**src/rtl/bf3_pkg.sv**
```systemverilog
package bf3_pkg;

    localparam int MAX_WIDTH  = 1024;
    localparam int MAX_HEIGHT = 1024;
    localparam int MIN_DIM    = 2;
    localparam int PIX_W      = 8;
    localparam int KSIZE      = 3;

    localparam int ADDR_W  = $clog2(MAX_WIDTH);
    localparam int WCNT_W  = ADDR_W + 1;
    localparam int ROW_W   = $clog2(MAX_HEIGHT);
    localparam int HCNT_W  = ROW_W + 1;

    localparam int DIM_W    = 11;
    localparam int WEIGHT_W = 4;
    localparam int OP_W     = 1;
    localparam int COORD_W  = 10;
    localparam int RES_W    = 16;
    localparam int IDX_W    = 2;

    localparam int SUM_W = $clog2(KSIZE * KSIZE * (2 ** PIX_W - 1) + 1);

    // x/9 == (x * RECIP_9) >> 23 for x < 2^21; the x16 fraction scale folds
    // into the shift, so value = (sum * weight * RECIP_9) >> RECIP_SHIFT
    localparam int RECIP_SHIFT = 19;
    localparam int RECIP_9     = ((1 << (RECIP_SHIFT + 4)) + 8) / 9;
    localparam int COEF_W      = $clog2((2 ** WEIGHT_W - 1) * RECIP_9 + 1);
    localparam int PROD_W      = SUM_W + COEF_W;

    localparam int WIDTH_RESET  = 640;
    localparam int HEIGHT_RESET = 480;
    localparam int WEIGHT_RESET = 3;

    typedef enum logic [IDX_W-1:0] {
        REG_FRAME_WIDTH  = 2'd0,
        REG_FRAME_HEIGHT = 2'd1,
        REG_TAP_WEIGHT   = 2'd2
    } reg_idx_t;

    typedef enum logic [OP_W-1:0] {
        OP_PIXEL = 1'b0,
        OP_DRAIN = 1'b1
    } opcode_t;

    // item on its way from the input register into the window
    typedef struct packed {
        logic              valid;
        logic              emit;
        logic              last;
        logic              top_ok;
        logic              bot_ok;
        logic              left_ok;
        logic              right_ok;
        logic [ADDR_W-1:0] col;
        logic [PIX_W-1:0]  px;
        logic [ROW_W-1:0]  out_row;
        logic [ADDR_W-1:0] out_col;
    } s1_t;

    // masked neighborhood sum waiting for the scale stage
    typedef struct packed {
        logic              valid;
        logic              last;
        logic [SUM_W-1:0]  sum;
        logic [ROW_W-1:0]  row;
        logic [ADDR_W-1:0] col;
    } sum_t;

    function automatic logic [WCNT_W-1:0] clamp_width(input logic [DIM_W-1:0] v);
        int unsigned x;
        x = 32'(v);
        if (x < MIN_DIM)
            x = MIN_DIM;
        else if (x > MAX_WIDTH)
            x = MAX_WIDTH;
        return WCNT_W'(x);
    endfunction

    function automatic logic [HCNT_W-1:0] clamp_height(input logic [DIM_W-1:0] v);
        int unsigned x;
        x = 32'(v);
        if (x < MIN_DIM)
            x = MIN_DIM;
        else if (x > MAX_HEIGHT)
            x = MAX_HEIGHT;
        return HCNT_W'(x);
    endfunction

endpackage

```
**src/rtl/bf3_pix_if.sv**
```systemverilog
interface bf3_pix_if;
    import bf3_pkg::*;

    logic             valid;
    logic             ready;
    logic [OP_W-1:0]  opcode;
    logic [PIX_W-1:0] pixel_value;

    modport source (output valid, output opcode, output pixel_value, input ready);
    modport sink   (input valid, input opcode, input pixel_value, output ready);
endinterface

```
**src/rtl/bf3_cfg_if.sv**
```systemverilog
interface bf3_cfg_if;
    import bf3_pkg::*;

    logic             valid;
    logic             ready;
    logic [IDX_W-1:0] index;
    logic [DIM_W-1:0] data;

    modport source (output valid, output index, output data, input ready);
    modport sink   (input valid, input index, input data, output ready);
endinterface

```
**src/rtl/bf3_ctrl.sv**
```systemverilog
module bf3_ctrl (
    input  logic                  clk,
    input  logic                  rst_n,
    bf3_pix_if.sink               pixels,
    bf3_cfg_if.sink               cfg,
    input  logic                  s1_fire,
    output bf3_pkg::s1_t          s1,
    output logic                  rd_en,
    output logic [bf3_pkg::ADDR_W-1:0] rd_addr,
    output logic [bf3_pkg::COEF_W-1:0] coef
);
    import bf3_pkg::*;

    logic [DIM_W-1:0]  frame_width_reg;
    logic [DIM_W-1:0]  frame_height_reg;
    logic [COEF_W-1:0] coef_reg;

    logic [WCNT_W-1:0] act_w_reg, act_w_next;
    logic [HCNT_W-1:0] act_h_reg, act_h_next;
    logic [ADDR_W-1:0] in_col_reg, in_col_next;
    logic [ROW_W-1:0]  in_row_reg, in_row_next;
    logic [ADDR_W-1:0] out_col_reg, out_col_next;
    logic [ROW_W-1:0]  out_row_reg, out_row_next;
    logic              drain_reg, drain_next;
    s1_t               s1_reg, s1_next;

    logic              in_ready;
    logic              active;
    logic              latch;
    logic              emit;
    logic              last;
    logic [WCNT_W-1:0] cur_w;
    logic [HCNT_W-1:0] cur_h;
    logic [WCNT_W-1:0] in_col_inc;
    logic [HCNT_W-1:0] in_row_inc;
    logic [WCNT_W-1:0] out_col_inc;
    logic [HCNT_W-1:0] out_row_inc;

    assign cfg.ready = 1'b1;

    always_ff @(posedge clk or negedge rst_n)
    begin
        if (!rst_n)
        begin
            frame_width_reg  <= DIM_W'(WIDTH_RESET);
            frame_height_reg <= DIM_W'(HEIGHT_RESET);
            coef_reg         <= COEF_W'(WEIGHT_RESET * RECIP_9);
        end
        else if (cfg.valid)
        begin
            case (cfg.index)
                REG_FRAME_WIDTH:  frame_width_reg  <= cfg.data;
                REG_FRAME_HEIGHT: frame_height_reg <= cfg.data;
                REG_TAP_WEIGHT:   coef_reg <= COEF_W'(32'(cfg.data[WEIGHT_W-1:0]) * RECIP_9);
                default:          ;
            endcase
        end
    end

    always_comb
    begin
        in_ready = !s1_reg.valid || s1_fire;
        pixels.ready = in_ready;
        // a drain before the frame's end is taken and dropped
        active = pixels.valid && in_ready && (drain_reg || (pixels.opcode == OP_PIXEL));
        latch  = !drain_reg && (in_row_reg == '0) && (in_col_reg == '0);
        cur_w  = latch ? clamp_width(frame_width_reg) : act_w_reg;
        cur_h  = latch ? clamp_height(frame_height_reg) : act_h_reg;

        // output trails input by one row plus one pixel
        emit = drain_reg || (in_row_reg >= ROW_W'(2)) ||
               ((in_row_reg == ROW_W'(1)) && (in_col_reg != '0));

        in_col_inc  = WCNT_W'(in_col_reg) + WCNT_W'(1);
        in_row_inc  = HCNT_W'(in_row_reg) + HCNT_W'(1);
        out_col_inc = WCNT_W'(out_col_reg) + WCNT_W'(1);
        out_row_inc = HCNT_W'(out_row_reg) + HCNT_W'(1);
        last = (HCNT_W'(out_row_reg) == cur_h - HCNT_W'(1)) &&
               (WCNT_W'(out_col_reg) == cur_w - WCNT_W'(1));

        act_w_next   = act_w_reg;
        act_h_next   = act_h_reg;
        in_col_next  = in_col_reg;
        in_row_next  = in_row_reg;
        out_col_next = out_col_reg;
        out_row_next = out_row_reg;
        drain_next   = drain_reg;

        if (active)
        begin
            act_w_next = cur_w;
            act_h_next = cur_h;
            if (in_col_inc >= cur_w)
            begin
                in_col_next = '0;
                if (!drain_reg)
                begin
                    if (in_row_inc >= cur_h)
                        drain_next = 1'b1;
                    else
                        in_row_next = in_row_inc[ROW_W-1:0];
                end
            end
            else
            begin
                in_col_next = in_col_inc[ADDR_W-1:0];
            end

            if (emit)
            begin
                if (last)
                begin
                    in_col_next  = '0;
                    in_row_next  = '0;
                    out_col_next = '0;
                    out_row_next = '0;
                    drain_next   = 1'b0;
                end
                else if (out_col_inc >= cur_w)
                begin
                    out_col_next = '0;
                    out_row_next = out_row_inc[ROW_W-1:0];
                end
                else
                begin
                    out_col_next = out_col_inc[ADDR_W-1:0];
                end
            end
        end

        s1_next = s1_reg;
        if (in_ready)
            s1_next.valid = active;
        if (active)
        begin
            s1_next.emit     = emit;
            s1_next.last     = last;
            s1_next.top_ok   = (out_row_reg != '0);
            s1_next.bot_ok   = (out_row_inc < cur_h);
            s1_next.left_ok  = (out_col_reg != '0);
            s1_next.right_ok = (out_col_inc < cur_w);
            s1_next.col      = in_col_reg;
            s1_next.px       = drain_reg ? '0 : pixels.pixel_value;
            s1_next.out_row  = out_row_reg;
            s1_next.out_col  = out_col_reg;
        end
    end

    always_ff @(posedge clk or negedge rst_n)
    begin
        if (!rst_n)
        begin
            act_w_reg   <= clamp_width(DIM_W'(WIDTH_RESET));
            act_h_reg   <= clamp_height(DIM_W'(HEIGHT_RESET));
            in_col_reg  <= '0;
            in_row_reg  <= '0;
            out_col_reg <= '0;
            out_row_reg <= '0;
            drain_reg   <= 1'b0;
            s1_reg      <= '0;
        end
        else
        begin
            act_w_reg   <= act_w_next;
            act_h_reg   <= act_h_next;
            in_col_reg  <= in_col_next;
            in_row_reg  <= in_row_next;
            out_col_reg <= out_col_next;
            out_row_reg <= out_row_next;
            drain_reg   <= drain_next;
            s1_reg      <= s1_next;
        end
    end

    assign s1      = s1_reg;
    assign rd_en   = active;
    assign rd_addr = in_col_reg;
    assign coef    = coef_reg;

endmodule

```
**src/flat_wrapper.sv**
```systemverilog
// flat-port wrapper written by rule: the top's interface ports become plain ports
module bf3_ctrl_flat import bf3_pkg::*;
  (clk, rst_n, s1_fire, s1, rd_en, rd_addr, coef, pixels_valid, pixels_opcode, pixels_pixel_value, pixels_ready, cfg_valid, cfg_index, cfg_data, cfg_ready);
  bf3_pix_if pixels_i ();
  bf3_cfg_if cfg_i ();
  input  logic clk;
  input  logic rst_n;
  input  logic s1_fire;
  output bf3_pkg::s1_t s1;
  output logic rd_en;
  output logic [bf3_pkg::ADDR_W-1:0] rd_addr;
  output logic [bf3_pkg::COEF_W-1:0] coef;
  input wire logic [$bits(pixels_i.valid)-1:0] pixels_valid;
  input wire logic [$bits(pixels_i.opcode)-1:0] pixels_opcode;
  input wire logic [$bits(pixels_i.pixel_value)-1:0] pixels_pixel_value;
  output wire logic [$bits(pixels_i.ready)-1:0] pixels_ready;
  input wire logic [$bits(cfg_i.valid)-1:0] cfg_valid;
  input wire logic [$bits(cfg_i.index)-1:0] cfg_index;
  input wire logic [$bits(cfg_i.data)-1:0] cfg_data;
  output wire logic [$bits(cfg_i.ready)-1:0] cfg_ready;
  assign pixels_i.valid = pixels_valid;
  assign pixels_i.opcode = pixels_opcode;
  assign pixels_i.pixel_value = pixels_pixel_value;
  assign pixels_ready = pixels_i.ready;
  assign cfg_i.valid = cfg_valid;
  assign cfg_i.index = cfg_index;
  assign cfg_i.data = cfg_data;
  assign cfg_ready = cfg_i.ready;
  bf3_ctrl u_core (.clk(clk), .rst_n(rst_n), .pixels(pixels_i), .cfg(cfg_i), .s1_fire(s1_fire), .s1(s1), .rd_en(rd_en), .rd_addr(rd_addr), .coef(coef));
endmodule
```
**config.mk**
```make
export PLATFORM = sky130hd
export DESIGN_NAME = bf3_ctrl_flat
export DESIGN_NICKNAME = d
export VERILOG_FILES = /design/src/rtl/bf3_pkg.sv /design/src/rtl/bf3_pix_if.sv /design/src/rtl/bf3_cfg_if.sv /design/src/rtl/bf3_ctrl.sv /design/src/flat_wrapper.sv
export SDC_FILE = /design/constraint.sdc
export NUM_CORES = 1
export LEC_CHECK = 0
export BUFFER_PORTS_ARGS = -buffer_cell sky130_fd_sc_hd__buf_2
export CORE_ASPECT_RATIO = 2
export CORE_MARGIN = 3
export CORE_UTILIZATION = 55
export CTS_CLUSTER_DIAMETER = 50
export DETAILED_ROUTE_END_ITERATION = 12
export PLACE_DENSITY = 0.76
export SLEW_MARGIN = 25
export SYNTH_ARGS = -nofsm -noshare
export SYNTH_HDL_FRONTEND = slang
export SYNTH_SLANG_ARGS = --single-unit
```
**constraint.sdc**
```tcl
create_clock -name clk -period 4.8 [get_ports clk]
set_input_delay 0.96 -clock clk [delete_from_list [all_inputs] [get_ports clk]]
set_output_delay 0.96 -clock clk [all_outputs]
set_load 0.05 [all_outputs]
```
==> out/qor.yml, run 1 <==
netlist_top_cells_area: "dfrtp_1 32%, ha_1 8.6%, nand2_1 6.4%"
skew_ps: 12.4
clockBufferDepth: 2
setup_ws_ps: 227
cp_top_family: "simple AND/OR/NAND/NOR gates"
clkTransAtPathRegs_ps: 60
cp_data_required_time_ps: 5110
io_pins: 109
whs_ps: 467
netlist_top_cells_count: "170 x nand2_1, 129 x dfrtp_1, 88 x o21ai_0"
p_leak_nw: 5.41
io_buffers: 105
ys_seq_area_share_pct: 38.3
power.share.sequential_pct: 27.7
rr_startpoint: "u_core.rd_addr[1]$_DFFE_PN0P_"
die_h_um: 197
final_cell_area_sq_um: 11500
wire_per_inst_um: 19.7
async_flop_share_pct: 100
cts_buffers: 17
crit_chain: "inv_1 -> ha_1 -> nor4b_2 -> nand3_2 -> or2_4 -> buf_12 -> nor4_1 -> a21oi_1 -> ha_1 -> xor2_1 -> nand4_1 -> a41o_1 -> a211oi_1 -> nand4_1 -> nor4_4 -> and4_4 -> nor3_4 -> mux2_4"
grt_pass1_wl_mm: 44.4
place_area_sq_um: 10800
finalCoreUtilization_pct: 64.7
clock_sinks: 152
largest_reg_flops: 45
num_rows: 69
switchingPower_mw: 3.35
finalNonFillerCells: 1428
cts_root_buf: "clkbuf_16"
internal_power_mw: 3.89
hold_start: "u_core.s1[19]$_DFFE_PN0P_"
finalWirelength_mm: 28.2
hold_viol_final: 0
ys.flop_type: "dfrtp_1"
synth.cell_area_sq_um: 10000
crit_path_start: "u_core.rd_addr[1]$_DFFE_PN0P_"
crit_type: "register to register"
hpwlAfterDp_mm: 21.0
core_sq_um: 17800
grt_max_degree: 80
finalCritPeriodShare_pct: 95.3
cp-start-kind: "register"
cpPeakStageDelay_ps: 430
cts_tree: "built"
drc: 0
die_w_um: 101
antenna_found_initial: 0
fin_crit_ps: 4570
p_sw_share_pct: 46.3
total_power_mw: 7.23
num-fill-cells: 1522
critPathBufInv: 2
initial_core_util_pct: 56.2
hold_class: "register to register"
yosysWarnings: 0
synth_most_common_cell: "nand2_1"
tns_ps: 0
fin_nets: 1301
grt_pass1_vias: 8638
ir_drop_mv: 0.332
synth_top_area_share_pct: 32.3
drv_slew: 0
crit_arrival_ps: 4880
yosys.area.top_type: "dfrtp_1"
relSlewSlack_pct: 41.2
finalSetupViolations: 0
areaGrowthSynthToFinish_pct: 15.0
overflow: 0
grt_use_total_pct: 28.6
die-area_sq_um: 19900
ys_ff_latch: 152
layout-drive-gt1-share_pct: 21.6
outcome: "complete, no violations"
clkPwrFrac_pct: 19.2
syn_avg_cell_area_sq_um: 9.03
yosysUniqueCellTypes: 81
cap_violations: 0
synth-edff-count: 0
drt_iter0_drc: 501
dpl_worst_slack_ps: 164
diodes: 0
syn_inst: 1108
dp_cells: 1393
num_vias: 8745
viasPerCell: 6.12
worstSetupEndpointType: "register"
clk_latency_ps: 430
comb_power_share_pct: 53.1
cp_slowest_cell: "nor4_4"
cts_max_level: 4
tightestPinTransition_ps: 878
timing.fmax_mhz: 219
powerDensity_nw_per_um2: 629
routabilityCongestion: 0.962
ant_nets: 0
worst-path-max-fanout: 19
drt_pass1_iterations: 7
logic make-up after synthesis:
| logic type | Yosys count | share of synthesized area [%] |
|---|---|---|
| AOI/OAI and AO/OA | 252 | 16.5 |
| xor gates and xnor gates | 72 | 6.31 |
| adders and majority gates | 73 | 9.33 |
| buffers and inverters | 101 | 4.10 |
| DFF | 152 | 38.3 |
| muxes | 38 | 4.15 |
| other | 2 | 0.0751 |
| and+or+nand+nor | 418 | 21.2 |
power by group through the flow:
stage	sequential, mW	combinational, mW	clock (mW)
4_1_cts	2.00	3.77	1.41
6_report	2.00	3.84	1.39
3_5_place_dp	2.01	3.75	0
2_1_floorplan	2.42	2.25	0
5_1_grt	2.04	4.21	1.45
3_3_place_gp	2.01	3.68	0
placed cells by master (no fill, tap or decap), drive strengths merged, types with 7 or more instances in the layout:
master  netlist  layout
a31oi         8       8
inv          29      29
nor3         20      20
xor2         27      27
nand2b       35      35
dfstp        23      23
nand4        11      11
nand3b        7       7
clkbuf       51      21
and3          9       9
a22o         19      19
a21o         15      15
a21oi        44      44
clkinv        0       7
o21a         10      10
nor3b         8       8
nor2b        11      11
mux2         25      25
a32o         12      12
buf          21     144
dfrtp       129     129
a211oi        8       8
mux2i        13      13
nand3        29      29
nor4         19      19
xnor2        45      45
ha           69      69
o21ai        90      90
or3           8       8
or2          10      10
nor2         60      60
o22ai         8       8
nand2       172     172
routing by layer:
layer  GRT usage, %  wire length, um  vias up  part of all wire, %
li1               -                -     4105                    -
met2           50.7            15000      358                   53
met3           4.85             1460      122                  5.2
met4           18.1             1870        0                  6.6
met5              0                0        -                    0
met1           30.6             9870     4160                   35
path summary, 6_finish.rpt:
path / to / slack [ps] / depth (start not counted)
worst max-delay path: u_core.out_row_reg[0]$_DFFE_PN0P_ / 230 / 18
worst min-delay path: u_core.s1[19]$_DFFE_PN0P_ / 470 / 2
worst max register to register: u_core.out_row_reg[0]$_DFFE_PN0P_ / 230 / 18
worst min register to register: u_core.s1[19]$_DFFE_PN0P_ / 470 / 2
max in group asynchronous: u_core.act_w_reg[7]$_DFFE_PN1P_ / 3380 / 2
min in group asynchronous: u_core.s1[20]$_DFFE_PN0P_ / 540 / 1
worst min-delay path, delay by kind of cell, from the launching register on:
kind          cells  cell delay (ps)
simple gates      2              100
flops             1              330
cell type report:
type / count / area [sq um] / area share [%]
tap: 213 / 267 / 2.32
inverter: 29 / 109 / 0.947
multi-input combinational: 858 / 5830 / 50.7
sequential: 152 / 3830 / 33.3
clock inverter: 11 / 148 / 1.28
clock buffer: 21 / 460 / 4.00
timing repair buffer: 144 / 853 / 7.42
repair_timing:
action | in CTS | in global routing
resized for setup | 0 | 9
buffers inserted | 0 | 1
hold buffers | 0 | 0
endpoints found under the setup margin | 0 | 39
No activity file was read; power rests on OpenSTA's default activity.
==> run 2: changes to the inputs <==
--- a/config.mk
+++ b/config.mk
@@ -7,7 +7,7 @@
 export LEC_CHECK = 0
 export BUFFER_PORTS_ARGS = -buffer_cell sky130_fd_sc_hd__buf_2
 export CORE_ASPECT_RATIO = 2
-export CORE_MARGIN = 3
+export CORE_MARGIN = 1.5
 export CORE_UTILIZATION = 55
 export CTS_CLUSTER_DIAMETER = 50
 export DETAILED_ROUTE_END_ITERATION = 12
==> out/qor.yml, run 2 (synthesis results as in run 1) <==
drt_pass1_iterations: 6  # -1
drc: 0  # unchanged
largest_reg_flops: 45  # unchanged
hold_class: "register to register"
skew_ps: 13.2  # +0.835 ps
finalWirelength_mm: 28.8  # +2.1%
clock_sinks: 152  # unchanged
clockBufferDepth: 2  # unchanged
finalCritPeriodShare_pct: 95.1  # -0.15 points
cp-start-kind: "register"
timing.fmax_mhz: 219  # +0.15%
holdBufCountCts: 0  # unchanged
dpl_worst_slack_ps: 69.2  # -95.1 ps
p_leak_nw: 5.34  # -1.2%
hold_viol_final: 0  # unchanged
grt_pass1_vias: 8787  # +1.7%
io_buffers: 105  # unchanged
initial_core_util_pct: 56.2  # unchanged
clk_latency_ps: 440  # about the same
met2_length_mm: 15.2  # +1.8%
met1_length_mm: 9.97  # +0.99%
reg2reg_depth: 20  # +2
grt_pass1_wl_mm: 45.5  # +2.4%
min_to: "u_core.coef[15]$_DFFE_PN1P_"
grt_max_degree: 85  # +6.3%
areaGrowthSynthToFinish_pct: 14.0
die-area_sq_um: 19100  # -4.4%
drv_slew: 0  # unchanged
setup_ws_ps: 234  # +7.02 ps
worstSetupEndpointType: "register"
tightestPinTransition_ps: 871  # -6.13 ps
wire_per_inst_um: 20.3  # +2.7%
crit_type: "register to register"
tns_ps: 0  # unchanged
clkTransAtPathRegs_ps: 70  # about the same
outcome: "complete, no violations"
crit_chain: "inv_1 -> ha_1 -> nor4b_4 -> nand3_2 -> buf_4 -> nor2_2 -> o21ai_0 -> nor3b_1 -> a21oi_1 -> ha_1 -> xor2_1 -> nand4_1 -> a41o_1 -> a211oi_1 -> nand4_1 -> nor4_4 -> buf_4 -> and4_4 -> a221oi_1 -> a31o_2"
io_pins: 109  # unchanged
diodes: 0  # unchanged
die_h_um: 194  # -1.5%
cts_max_level: 4  # unchanged
num_rows: 69  # unchanged
rr_startpoint: "u_core.rd_addr[1]$_DFFE_PN0P_"
cp_slowest_cell: "dfrtp_1"
overflow: 0  # unchanged
cts_root_buf: "clkbuf_16"
worst-path-max-fanout: 18  # -1
die_w_um: 98.4  # -3.0%
hpwlAfterDp_mm: 21.0  # +0.12%
cp_data_required_time_ps: 5130  # +20 ps
critical_path_depth: 20  # +2
dr_wl_met3_mm: 1.54  # +5.6%
cts_tree: "built"
relSlewSlack_pct: 41.6  # +0.41 points
fin_nets: 1292  # -0.69%
viasPerCell: 6.22  # +1.5%
final_cell_mix: "170 x nand2_1, 128 x dfrtp_1, 104 x buf_2, 87 x o21ai_0, 69 x ha_1"
r2r_setup_slack_ps: 230  # about the same
top_layer: "met4"
r2r_end: "u_core.in_row_reg[6]$_DFFE_PN0P_"
drt_iter0_drc: 481  # -4.0%
num-fill-cells: 1541  # +1.2%
critPathBufInv: 3  # +1
hold_start: "u_core.coef[15]$_DFFE_PN1P_"
mostFrequentLayoutCell: "nand2_1"
cp_top_family: "simple AND/OR/NAND/NOR gates"
crit_arrival_ps: 4900  # +20 ps
fin_crit_ps: 4570  # -7.02 ps
finalSetupViolations: 0  # unchanged
cap_violations: 0  # unchanged
whs_ps: 459  # -7.55 ps
routabilityCongestion: 0.985  # +2.4%
powerDensity_nw_per_um2: 636  # +1.1%
cpPeakStageDelay_ps: 430  # about the same
antenna_found_initial: 0  # unchanged
grt_use_total_pct: 30.4  # +1.8 points
ant_nets: 0  # unchanged
holdPathStages: 2  # unchanged
ir_drop_mv: 0.338  # +1.8%
layout-drive-gt1-share_pct: 21.0  # -0.59 points
cts_buffers: 17  # unchanged
num_vias: 8822  # +0.88%
core_sq_um: 17800  # unchanged
==> run 2: changes by cell type in the layout (fill, tap and decap cells not counted), sizes merged <==
| cell | previous run | this run |
|---|---|---|
| inv | 29 | 30 |
| clkbuf | 21 | 19 |
| buf | 144 | 135 |
| clkinv | 7 | 5 |
| clkinvlp | 1 | 4 |
==> run 2: repair_timing <==
action                                  4_1_cts  5_1_grt
endpoints found under the setup margin        0       39
gates resized for setup                       0       11
setup buffers                                 0        2
==> run 2: worst reg2reg max path: stages (launching register included) <==
cell and delay (ps):
dfrtp_1 430, inv_1 120, ha_1 160, nor4b_4 240
nand3_2 110, buf_4 230, nor2_2 180, o21ai_0 100
nor3b_1 240, a21oi_1 110, ha_1 350, xor2_1 190
nand4_1 150, a41o_1 230, a211oi_1 200, nand4_1 190
nor4_4 340, buf_4 190, and4_4 330, a221oi_1 110
a31o_2 250
==> run 2: metal layers <==
| layer | track usage, % | vias up |
|---|---|---|
| li1 | - | 4093 |
| met1 | 31.8 | 4218 |
| met2 | 54.5 | 375 |
| met3 | 5.55 | 136 |
| met4 | 19.9 | 0 |
| met5 | 0 | - |
==> run 2: how the worst max path moves through the flow <==
stage,from,to
floorplan,u_core.rd_addr[1]$_DFFE_PN0P_,u_core.out_row_reg[0]$_DFFE_PN0P_
global placement,u_core.rd_addr[0]$_DFFE_PN0P_,u_core.in_row_reg[8]$_DFFE_PN0P_
detailed placement,u_core.rd_addr[0]$_DFFE_PN0P_,u_core.in_row_reg[8]$_DFFE_PN0P_
CTS,u_core.rd_addr[0]$_DFFE_PN0P_,u_core.in_row_reg[8]$_DFFE_PN0P_
global route,u_core.rd_addr[1]$_DFFE_PN0P_,u_core.out_row_reg[8]$_DFFE_PN0P_
finish,u_core.rd_addr[1]$_DFFE_PN0P_,u_core.in_row_reg[6]$_DFFE_PN0P_
==> run 2: power breakdown <==
group	switching [mW]	internal, mW
Sequential	0.378	1.63
Clock	0.558	0.813
Combinational	2.47	1.40
==> run 2: per-stage QoR <==
stage	cell area, sq um	instances	util [%]	power, mW
2_1_floorplan	10000	1109	-	4.67
3_3_place_gp	10700	1382	60.3	5.68
3_5_place_dp	10700	1383	60.3	5.75
4_1_cts	11300	1415	63.6	7.13
5_1_grt	11400	1419	64.1	7.66
6_report	11400	1419	64.1	7.25
==> run 2: layout make-up <==
class / count / area, sq um / share of cell area [%]
repair buffers: 135 / 761 / 6.67
well taps: 213 / 267 / 2.34
multi-input cells: 858 / 5850 / 51.3
inverters: 29 / 109 / 0.955
clock inverters: 13 / 154 / 1.35
flip-flops and latches: 152 / 3830 / 33.6
clock buffers: 19 / 433 / 3.80
